<file path="config.mk">
export PLATFORM = sky130hd
export DESIGN_NAME = pcuc_ctrl
export DESIGN_NICKNAME = d
export VERILOG_FILES = /design/src/rtl/core/pcuc_pkg.sv /design/src/rtl/core/pcuc_ctrl.sv
export SDC_FILE = /design/constraint.sdc
export NUM_CORES = 1
export LEC_CHECK = 0
export BUFFER_PORTS_ARGS = -buffer_cell sky130_fd_sc_hd__buf_2
export CELL_PAD_IN_SITES_DETAIL_PLACEMENT = 0
export CELL_PAD_IN_SITES_GLOBAL_PLACEMENT = 1
export CORE_UTILIZATION = 33
export CTS_BUF_LIST = sky130_fd_sc_hd__clkbuf_8
export DETAILED_ROUTE_END_ITERATION = 8
export GPL_TIMING_DRIVEN = 0
export PLACE_DENSITY = 0.94
export SYNTH_ARGS = -nofsm -noshare
export SYNTH_HDL_FRONTEND = slang
export SYNTH_SLANG_ARGS = --single-unit
</file>
<file path="constraint.sdc">
create_clock -name clock -period 2.3 [get_ports clock]
set_clock_uncertainty 0.05 [all_clocks]
set_input_delay 0.345 -clock clock [delete_from_list [all_inputs] [get_ports clock]]
set_output_delay 0.345 -clock clock [all_outputs]
set_load 0.05 [all_outputs]
</file>
<file path="src/rtl/core/pcuc_pkg.sv">
// package for the pair code uniqueness checker: request/response structs,
// controller states, command/status structs and sizing constants
`timescale 1ns / 1ps

package pcuc_pkg;

   localparam int TablePatternsDef = 64;
   localparam int SchemeMaxDef     = 32;
   localparam int CodeCountDef     = 256;
   localparam int NumPatternsReset = 64;

   typedef enum logic [1:0] {
      REQ_LOAD  = 2'd0,
      REQ_TRY   = 2'd1,
      REQ_ADD   = 2'd2,
      REQ_CLEAR = 2'd3
   } req_kind_type;

   typedef enum logic [1:0] {
      ST_DONE     = 2'd0,
      ST_REJECTED = 2'd1,
      ST_FULL     = 2'd2
   } rsp_status_type;

   typedef struct packed {
      logic [1:0] req_type;
      logic [5:0] row;
      logic [5:0] col;
      logic [7:0] code;
      logic [5:0] candidate;
   } req_payload_type;

   typedef struct packed {
      logic [1:0] status;
      logic       fits;
      logic [5:0] member_total;
   } rsp_payload_type;

   typedef enum logic [3:0] {
      S_IDLE,
      S_RD1,
      S_RD2,
      S_CHK,
      S_SELF_RD,
      S_SELF_CHK,
      S_WIPE,
      S_RESP
   } ctl_state_type;

   // address selector for the table read
   typedef enum logic [1:0] {
      A_PN,
      A_NP,
      A_NN
   } addr_sel_type;

   typedef struct packed {
      logic         start;      // capture request
      logic         do_load;
      logic         do_clear;   // clear members, start map wipe
      logic         member_rd;  // read member list at index
      addr_sel_type tbl_sel;
      logic         latch_c1;
      logic         pair_check; // evaluate pair, mark trial or used
      logic         self_check;
      logic         append;
      logic         wipe_step;
      logic         idx_inc;
      logic         rsp_load;
   } ctl_cmd_type;

   typedef struct packed {
      logic [1:0] kind;
      logic       present;
      logic       full;
      logic       idx_last;  // index reached member count
      logic       fail;      // a check has failed
      logic       wipe_last;
      logic       rsp_busy;
   } ctl_stat_type;

endpackage

</file>
<file path="src/rtl/core/pcuc_ctrl.sv">
// controller state machine for the pair code uniqueness checker
// uses pcuc_pkg
`timescale 1ns / 1ps

module pcuc_ctrl
   import pcuc_pkg::*;
(
   input  logic         clock,
   input  logic         reset,
   input  logic         req_valid,
   output logic         req_stall,
   input  ctl_stat_type stat,
   output ctl_cmd_type  cmd
);

   ctl_state_type state_ff, state_in;
   logic          is_add_ff, is_add_in;

   always_ff @(posedge clock) begin
      if (reset) begin
         state_ff  <= S_IDLE;
         is_add_ff <= 1'b0;
      end else begin
         state_ff  <= state_in;
         is_add_ff <= is_add_in;
      end
   end

   // next state
   always_comb begin
      state_in  = state_ff;
      is_add_in = is_add_ff;
      unique case (state_ff)
         S_IDLE: begin
            if (req_valid && !stat.rsp_busy) begin
               state_in = S_RESP;
            end
         end
         S_RESP: begin
            // captured request is dispatched here
            unique case (req_kind_type'(stat.kind))
               REQ_LOAD:  state_in = S_IDLE;
               REQ_CLEAR: state_in = S_WIPE;
               REQ_TRY: begin
                  is_add_in = 1'b0;
                  state_in  = stat.present ? S_WIPE : S_RD1;
               end
               REQ_ADD: begin
                  is_add_in = 1'b1;
                  state_in  = stat.full ? S_IDLE : S_RD1;
               end
               default: state_in = S_IDLE;
            endcase
         end
         S_RD1: begin
            if (stat.idx_last) begin
               state_in = S_SELF_RD;
            end else begin
               state_in = S_RD2;
            end
         end
         S_RD2:      state_in = S_CHK;
         S_CHK: begin
            if (stat.fail) begin
               state_in = S_WIPE;
            end else begin
               state_in = S_RD1;
            end
         end
         S_SELF_RD:  state_in = S_SELF_CHK;
         S_SELF_CHK: state_in = is_add_ff ? S_IDLE : S_WIPE;
         S_WIPE: begin
            if (stat.wipe_last) begin
               state_in = S_IDLE;
            end
         end
         default:    state_in = S_IDLE;
      endcase
   end

   // outputs
   always_comb begin
      cmd       = '0;
      cmd.tbl_sel = A_PN;
      req_stall = 1'b1;
      unique case (state_ff)
         S_IDLE: begin
            req_stall = stat.rsp_busy;
            cmd.start = req_valid && !stat.rsp_busy;
         end
         S_RESP: begin
            unique case (req_kind_type'(stat.kind))
               REQ_LOAD: begin
                  cmd.do_load  = 1'b1;
                  cmd.rsp_load = 1'b1;
               end
               REQ_CLEAR: cmd.do_clear = 1'b1;
               REQ_TRY:   cmd.member_rd = 1'b1;
               REQ_ADD: begin
                  cmd.rsp_load = stat.full;
                  cmd.append   = !stat.full;
                  cmd.member_rd = 1'b1;
               end
               default: ;
            endcase
         end
         S_RD1: begin
            cmd.tbl_sel = A_PN;
         end
         S_RD2: begin
            cmd.tbl_sel  = A_NP;
            cmd.latch_c1 = 1'b1;
         end
         S_CHK: begin
            cmd.pair_check = 1'b1;
            cmd.idx_inc    = 1'b1;
            cmd.member_rd  = 1'b1;
         end
         S_SELF_RD: begin
            cmd.tbl_sel = A_NN;
         end
         S_SELF_CHK: begin
            cmd.self_check = 1'b1;
            cmd.rsp_load   = is_add_ff;
         end
         S_WIPE: begin
            cmd.wipe_step = 1'b1;
            cmd.rsp_load  = stat.wipe_last;
         end
         default: ;
      endcase
   end

   a_stall_busy: assert property (@(posedge clock) disable iff (reset)
      (state_ff != S_IDLE) |-> req_stall) else $error("request taken while busy");
   a_start_idle: assert property (@(posedge clock) disable iff (reset)
      cmd.start |=> (state_ff == S_RESP)) else $error("start did not dispatch");
   a_load_single: assert property (@(posedge clock) disable iff (reset)
      cmd.do_load |=> (state_ff == S_IDLE)) else $error("load took more than one step");

endmodule

</file>
Word level (Yosys, flattened, before mapping) --
Cells that the tools add are included.
Storage, ports and cells: bits of input ports 11, flip-flop bits (word level) 5, word-level logic and storage cells 49, output and inout port bits 14
Operators by class: equal/unequal tests 12, reductions and logical operators 9, multiplexer cells 26
Operator list (number):
- $pmux W4 S8 | 1
- $eq A4 B3 Y1 const B | 4
- $pmux W4 S4 | 1
- $mux W1 | 12
- $mux W3 | 4
- $eq A4 B2 Y1 const B | 2
- $mux W4 | 2
- $pmux W1 S2 | 3
- $eq A2 B2 Y1 const B | 2
- $eq A4 B1 Y1 const B | 1
- $logic_not A4 Y1 | 1
- $ne A2 B2 Y1 const B | 2
- $pmux W2 S2 | 1
- $reduce_and A2 Y1 | 2
- $pmux W1 S3 | 1
- $eq A2 B1 Y1 const B | 1
- $logic_not A1 Y1 | 2
- $logic_not A2 Y1 | 1
- $mux W2 | 1
- $reduce_bool A2 Y1 | 1
- $reduce_or A2 Y1 | 1
- $logic_and A1 B1 Y1 | 1

Longest topological paths before layout --
Gate-level depths: netlist (run 1).
depth after elaboration 4, mapped depth 6, depth with buffers taken out 6

Least setup slack after synthesis (run 1) --
No wires, ideal clock.
path kind register to output, start reg state_ff[1], end out cmd[7] (netlist name), stages on the path, launching flop included 5, buffers on the path 3, path slack -0.259 ns, arrival 2.164 ns, path through dfxtp_1 > buf_6 > buf_4 > nor3b_1 > buf_4
RTL lines:
- start: declaration | RTL line pcuc_ctrl.sv:16 | ctl_state_type state_ff, state_in;
- start signal: assignment | RTL line pcuc_ctrl.sv:24 | state_ff <= state_in;
- end: declaration | RTL line pcuc_ctrl.sv:13 | output ctl_cmd_type cmd

==> results of run 1 <==
## cell families after synthesis
family	synth area share (%)
AO/OA/AOI/OAI	21.2
adder cells (fa/ha/maj)	10.2
buffers and inverters	16.1
flip-flops	16.3
multiplexers	3.06
AND/OR/NAND/NOR	33.2
## layer usage
metal	part of all wire [%]	GRT usage [%]
met3	3.8	3.33
met5	0	0
met4	0.45	7.50
met1	49	18.4
met2	46	22.2
## cells in the mapped netlist
cell type	number	area share, %
a21oi_1	7	7.1
inv_1	7	5.4
nor2_1	7	5.4
nand2_1	5	3.8
buf_4	4	6.1
dfxtp_1	4	16
ha_1	4	10
nor3_1	4	4.1
and2_1	2	2.6
buf_6	2	4.6
nand2b_1	2	2.6
nand3_1	2	2.0
nor3b_1	2	3.1
o21ai_0	2	2.0
o21bai_1	2	3.1
a22oi_1	1	1.5
a32o_1	1	2.0
and3_1	1	1.3
and3b_1	1	1.8
mux2_4	1	3.1
nand3b_1	1	1.5
nand4b_1	1	1.8
nor2b_1	1	1.3
nor3_2	1	2.0
o21a_1	1	1.5
o21ai_1	1	1.0
o22ai_1	1	1.3
o31ai_1	1	1.5
## sequential cells by signal, summed over array words and instances, names as in the netlist
signal	count
state_ff	3
is_add_ff	1
## layout make-up
class / instances / area, um^2 / area share [%]
Buffer: 6 / 52.6 / 7.78
Tap cell: 15 / 18.8 / 2.78
Multi-Input combinational cell: 52 / 337 / 49.8
Timing Repair Buffer: 24 / 120 / 17.8
Sequential cell: 4 / 80.1 / 11.9
Inverter: 7 / 26.3 / 3.89
Clock buffer: 3 / 41.3 / 6.11
## power groups by stage
| stage | sequential (mW) | clock, mW | combinational [mW] |
|---|---|---|---|
| after global placement | 0.124 | 0 | 0.544 |
| after detailed placement | 0.123 | 0 | 0.543 |
| final | 0.123 | 0.142 | 0.545 |
| after CTS | 0.122 | 0.147 | 0.544 |
| after global routing | 0.129 | 0.155 | 0.584 |
| after floorplan | 0.116 | 0 | 0.446 |
## placed cells by master (no fill, tap or decap), drive strengths merged, types with 2 or more instances in the layout
master	instances
dfxtp	4
nor3	5
buf	30
inv	7
and2	2
nor2	7
o21bai	2
nand2	5
o21ai	3
nand2b	2
nor3b	2
a21oi	7
nand3	2
ha	4
clkbuf	3
## worst max path at each step
stage            start      to  slack (ns)  depth (start not counted)
2_1_floorplan  stat[6]  cmd[3]        0.18                          4
3_3_place_gp   stat[6]  cmd[0]        0.39                          8
3_5_place_dp   stat[6]  cmd[0]        0.38                          8
4_1_cts        stat[6]  cmd[0]        0.38                          8
5_1_grt        stat[6]  cmd[0]        0.31                          8
6_report       stat[6]  cmd[0]        0.38                          8
## per-stage QoR
| stage | setup slack, ns | instances |
|---|---|---|
| 2_1_floorplan | 0.183 | 69 |
| 3_3_place_gp | 0.388 | 108 |
| 3_5_place_dp | 0.377 | 108 |
| 4_1_cts | 0.378 | 111 |
| 5_1_grt | 0.313 | 111 |
| 6_report | 0.384 | 111 |
## worst register-to-register path: cells and delay by family, from the launching register on
family                 cells  cell delay, ns
AOI/OAI and AO/OA          3            0.41
buffers and inverters      1            0.20
DFF                        1            0.40
==> impl_metrics.json, run 1 <==
{
  "period_needed_ns": 1.92,
  "maxSlewViolCount": 0,
  "crit_family": "buffers and inverters",
  "synth_nets": 84,
  "grt_setup_unrepaired": "no",
  "die_w_um": 40.6,
  "clk_latency_ns": 0.21,
  "final_layout_size_suffix_gt1_share_pct": 37.5,
  "cp_slowest_cell": "mux2_4",
  "hold_depth": 2,
  "pwr-share-seq_pct": 15.2,
  "relSlewSlack_pct": 80.8,
  "path_common_cell": "buf_2",
  "cp.arrival_ns": 1.52,
  "maxCapViolCount": 0,
  "grt_max_degree": 11,
  "nNetsFinal": 113,
  "dpl_cell_area_um2": 634,
  "coreArea_um2": 1330,
  "start_kind": "primary input",
  "root_buffer": "clkbuf_8",
  "synth_cells": 69,
  "ir_worst_vdd_mv": 0.452,
  "cts_tree": "built",
  "dp_hpwl_um": 878,
  "numCtsBuffers": 3,
  "p_per_area_nw_per_um2": 1200,
  "synth.distinct_cells": 28,
  "dr.first_iter.drc_count": 15,
  "slowest_delay_ns": 0.27,
  "min_from": "reset",
  "drc": 0,
  "r2r_start": "state_ff[2]",
  "power_switching_uw": 420,
  "post_cts_buffers": 0,
  "path_max_fanout": 4,
  "path_cells": "buf_2 > inv_1 > ha_1 > mux2_4 > nand2_1 > o21ai_1 > a32o_1 > buf_2",
  "routed_wl_um": 1100,
  "p_sw_share_pct": 51.9,
  "whs_endpoint": "is_add_ff",
  "grt_pass1_vias": 395,
  "netlist_area_um2": 490,
  "syn_avg_cell_area_um2": 7.11,
  "port_buffers": 24,
  "pin_count": 25,
  "grt_pass1_wl_um": 1580,
  "combPwrFrac_pct": 67.2,
  "fill_cells": 142,
  "hold_class": "primary input to register",
  "dieHeight_um": 40.6,
  "endpoint_kind": "output port",
  "max_freq_mhz": 522,
  "place_congestion": 0.806,
  "clkTransAtPathRegs_ns": 0.03,
  "diodes": 0,
  "areaGrowthSynthToFinish_pct": 37.8,
  "setup_viol": 0,
  "fin_area_um2": 676,
  "cts_buffer_depth": 2,
  "rows": 13,
  "p_total_uw": 810,
  "timing.setup.tns_ns": 0,
  "htreeDepth": 1,
  "timing.final.crit_share_pct": 83.3,
  "drt_pass1_iterations": 3,
  "timing.hold.ws_ns": 0.294,
  "ctsResizeCount": 0,
  "cts_hold_buf": 0,
  "yosys_warnings": 0,
  "critPathKind": "primary input to output port",
  "final_antenna_net_count": 0,
  "postLayoutCoreUtil_pct": 50.7,
  "grt_overflow_total": 0,
  "die-area_um2": 1640,
  "r2r_slack_ns": 1.11,
  "via_count": 544,
  "ys_ff_latch": 4,
  "tightestPinTransition_ns": 0.286,
  "start_util_pct": 36.8,
  "grt.total_usage_pct": 14.4,
  "outcome": "finished, final reports clean",
  "p_int_uw": 390,
  "reg2reg_depth": 4,
  "p_leak_nw": 0.365,
  "hold_violations": 0,
  "antenna_found_initial": 0,
  "cp_num_buf_inv": 3,
  "cts_num_sinks": 4,
  "drt-vias-per-instance": 4.90,
  "worstPathRequired_ns": 1.90,
  "p_clk_share_pct": 17.6,
  "seq_area_frac_synth_pct": 16.3,
  "rr_endpoint": "state_ff[1]",
  "wl_per_cell_um": 9.90
}
Power figures use the tool's default switching activity.
==> run 2, diff against run 1 <==
Settings changed: ABC_AREA set to 1, CORE_UTILIZATION 33 to 28, PLACE_DENSITY 0.94 to 0.88.
Clock period 2.3 ns to 2 ns, I/O delays scaled along.
==> impl_metrics.json, run 2 <==
{
  "outcome": "finished, final reports clean",
  "yosysMostFrequentCell": "inv_1",
  "period_needed_ns": 1.80,
  "max_freq_mhz": 555,
  "critPathKind": "register to output port",
  "cts_hold_buf": 0,
  "syn_avg_cell_area_um2": 5.59,
  "die-area_um2": 1820,
  "reg2reg_depth": 7,
  "routed_wl_um": 1110,
  "grt_pass1_vias": 470,
  "synth_edf_count": 0,
  "relSlewSlack_pct": 83.3,
  "regMostFlops": "state_ff",
  "grt_overflow_total": 0,
  "ir_worst_vdd_mv": 0.580,
  "coreArea_um2": 1520,
  "pre_cts_ws_ns": 0.411,
  "post_cts_buffers": 0,
  "drc": 0,
  "reg.largest.list": "state_ff (3), is_add_ff (1)",
  "r2r_start": "state_ff[2]",
  "synth_cells": 83,
  "setup_viol": 0,
  "drt_pass1_iterations": 4,
  "clkTransAtPathRegs_ns": 0.03,
  "p_per_area_nw_per_um2": 1180,
  "place_congestion": 0.834,
  "path_max_fanout": 7,
  "nNetsFinal": 127,
  "cts_num_sinks": 4,
  "hold_class": "primary input to register",
  "dp_hpwl_um": 979,
  "die_w_um": 42.7,
  "maxSlewViolCount": 0,
  "synthArstFlopShare_pct": 0,
  "yosys_warnings": 0,
  "wl_per_cell_um": 8.83,
  "synth.largest_area_cell": "dfxtp_1",
  "htreeDepth": 1,
  "numCtsBuffers": 3,
  "synth_commonest_cells": "inv_1 (21), nand2_1 (17), nor2_1 (14), nand3_1 (9)",
  "final_layout_size_suffix_gt1_share_pct": 31.8,
  "grt_pass1_wl_um": 1900,
  "ys_ff_latch": 4,
  "dieHeight_um": 42.7,
  "synth_top_area_share_pct": 17.3,
  "mostFrequentLayoutCell": "buf_2",
  "r2r_slack_ns": 0.81,
  "synth_flop_cell": "dfxtp_1",
  "worstPathRequired_ns": 1.65,
  "timing.setup.tns_ns": 0,
  "layout_common_cells": "buf_2 (24), inv_1 (21), nand2_1 (17)",
  "whs_endpoint": "is_add_ff",
  "maxCapViolCount": 0,
  "timing.final.crit_share_pct": 90.1,
  "root_buffer": "clkbuf_8",
  "diodes": 0,
  "via_count": 556,
  "synth.distinct_cells": 15,
  "tightestPinTransition_ns": 0.253,
  "hold_violations": 0,
  "ctsResizeCount": 0,
  "rr_endpoint": "state_ff[0]",
  "final_antenna_net_count": 0,
  "fin_ws_ns": 0.198,
  "largest_reg_flops": 3,
  "drt-vias-per-instance": 4.41,
  "dr.first_iter.drc_count": 16,
  "synth_nets": 98,
  "endpoint_kind": "output port",
  "fill_cells": 166,
  "start_kind": "register",
  "pin_count": 25,
  "hold_depth": 2,
  "grt_max_degree": 8,
  "dpl_cell_area_um2": 612,
  "min_from": "reset",
  "areaGrowthSynthToFinish_pct": 40.7,
  "postLayoutCoreUtil_pct": 42.9,
  "cts_tree": "built",
  "p_leak_nw": 0.417,
  "fin_area_um2": 653,
  "grt.total_usage_pct": 13.3,
  "seq_area_frac_synth_pct": 17.3,
  "start_util_pct": 30.5,
  "grt_setup_unrepaired": "no",
  "netlist_area_um2": 464,
  "antenna_found_initial": 0,
  "cp.arrival_ns": 1.45,
  "cts_buffer_depth": 2,
  "p_total_uw": 773,
  "clk_latency_ns": 0.21,
  "synthTopCellsByArea": "dfxtp_1 (17%), inv_1 (17%), nand2_1 (14%)",
  "rows": 14,
  "port_buffers": 24
}
run 2: changes by cell type in the layout (fill, tap and decap cells not counted), sizes merged, moves of 3 or more:
cell,change
inv,+14
nand2,+13
nand3,+8
nor2,+8
buf,-4
nor3,-3
o21ai,-3
run 2: stage by stage:
step | instances | hold WS (ns)
after global placement | 123 | 0.429
after floorplan | 83 | 0.319
after CTS | 126 | 0.248
after global routing | 126 | 0.257
final | 126 | 0.245
after detailed placement | 123 | 0.428
run 2: layout make-up:
| class | count | area (um^2) | area share (%) |
|---|---|---|---|
| flip-flops and latches | 4 | 80.1 | 12.3 |
| repair buffers | 24 | 120 | 18.4 |
| well taps | 16 | 20.0 | 3.07 |
| plain buffers | 2 | 15.0 | 2.30 |
| inverters | 21 | 78.8 | 12.1 |
| clock buffers | 3 | 41.3 | 6.32 |
| multi-input cells | 56 | 298 | 45.6 |
run 2: worst max-delay path by stage:
stage,startpoint,endpoint,slack (ns),cells after the start
6_report,state_ff[2],cmd[0],0.20,7
5_1_grt,state_ff[2],cmd[0],0.10,7
4_1_cts,state_ff[0],cmd[0],0.19,7
3_5_place_dp,stat[6],cmd[0],0.41,8
3_3_place_gp,state_ff[0],cmd[0],0.41,7
2_1_floorplan,state_ff[0],cmd[0],0.04,6
run 2: critical path, cell delays in order, from the launching register on:
cell     delay (ns)
dfxtp_1        0.34
inv_1          0.14
nor2_4         0.19
inv_1          0.11
nor2_2         0.10
a21oi_1        0.05
nand3_1        0.06
buf_2          0.26
run 2: metal layers:
metal	track usage [%]	up-vias	part of all wire (%)
met5	0	-	0
met4	1.88	0	0
met3	4.26	0	7.9
met2	21.5	17	47
met1	17.7	235	45
li1	-	304	-
run 2: cells by family (layout without fill, tap and decap cells):
family                     Yosys count  count (layout)  share of synthesized area (%)
and+or+nand+nor                     46              46                           44.2
adders and majority gates            4               4                           10.8
AOI/OAI and AO/OA                    6               6                           7.55
buffers and inverters               23              50                           20.2
DFF                                  4               4                           17.3
run 2: report_power, final:
| group | total [mW] | switching, mW | internal, mW |
|---|---|---|---|
| Combinational | 0.477 | 0.346 | 0.131 |
| Clock | 0.167 | 0.0387 | 0.128 |
| Sequential | 0.129 | 0.0263 | 0.103 |
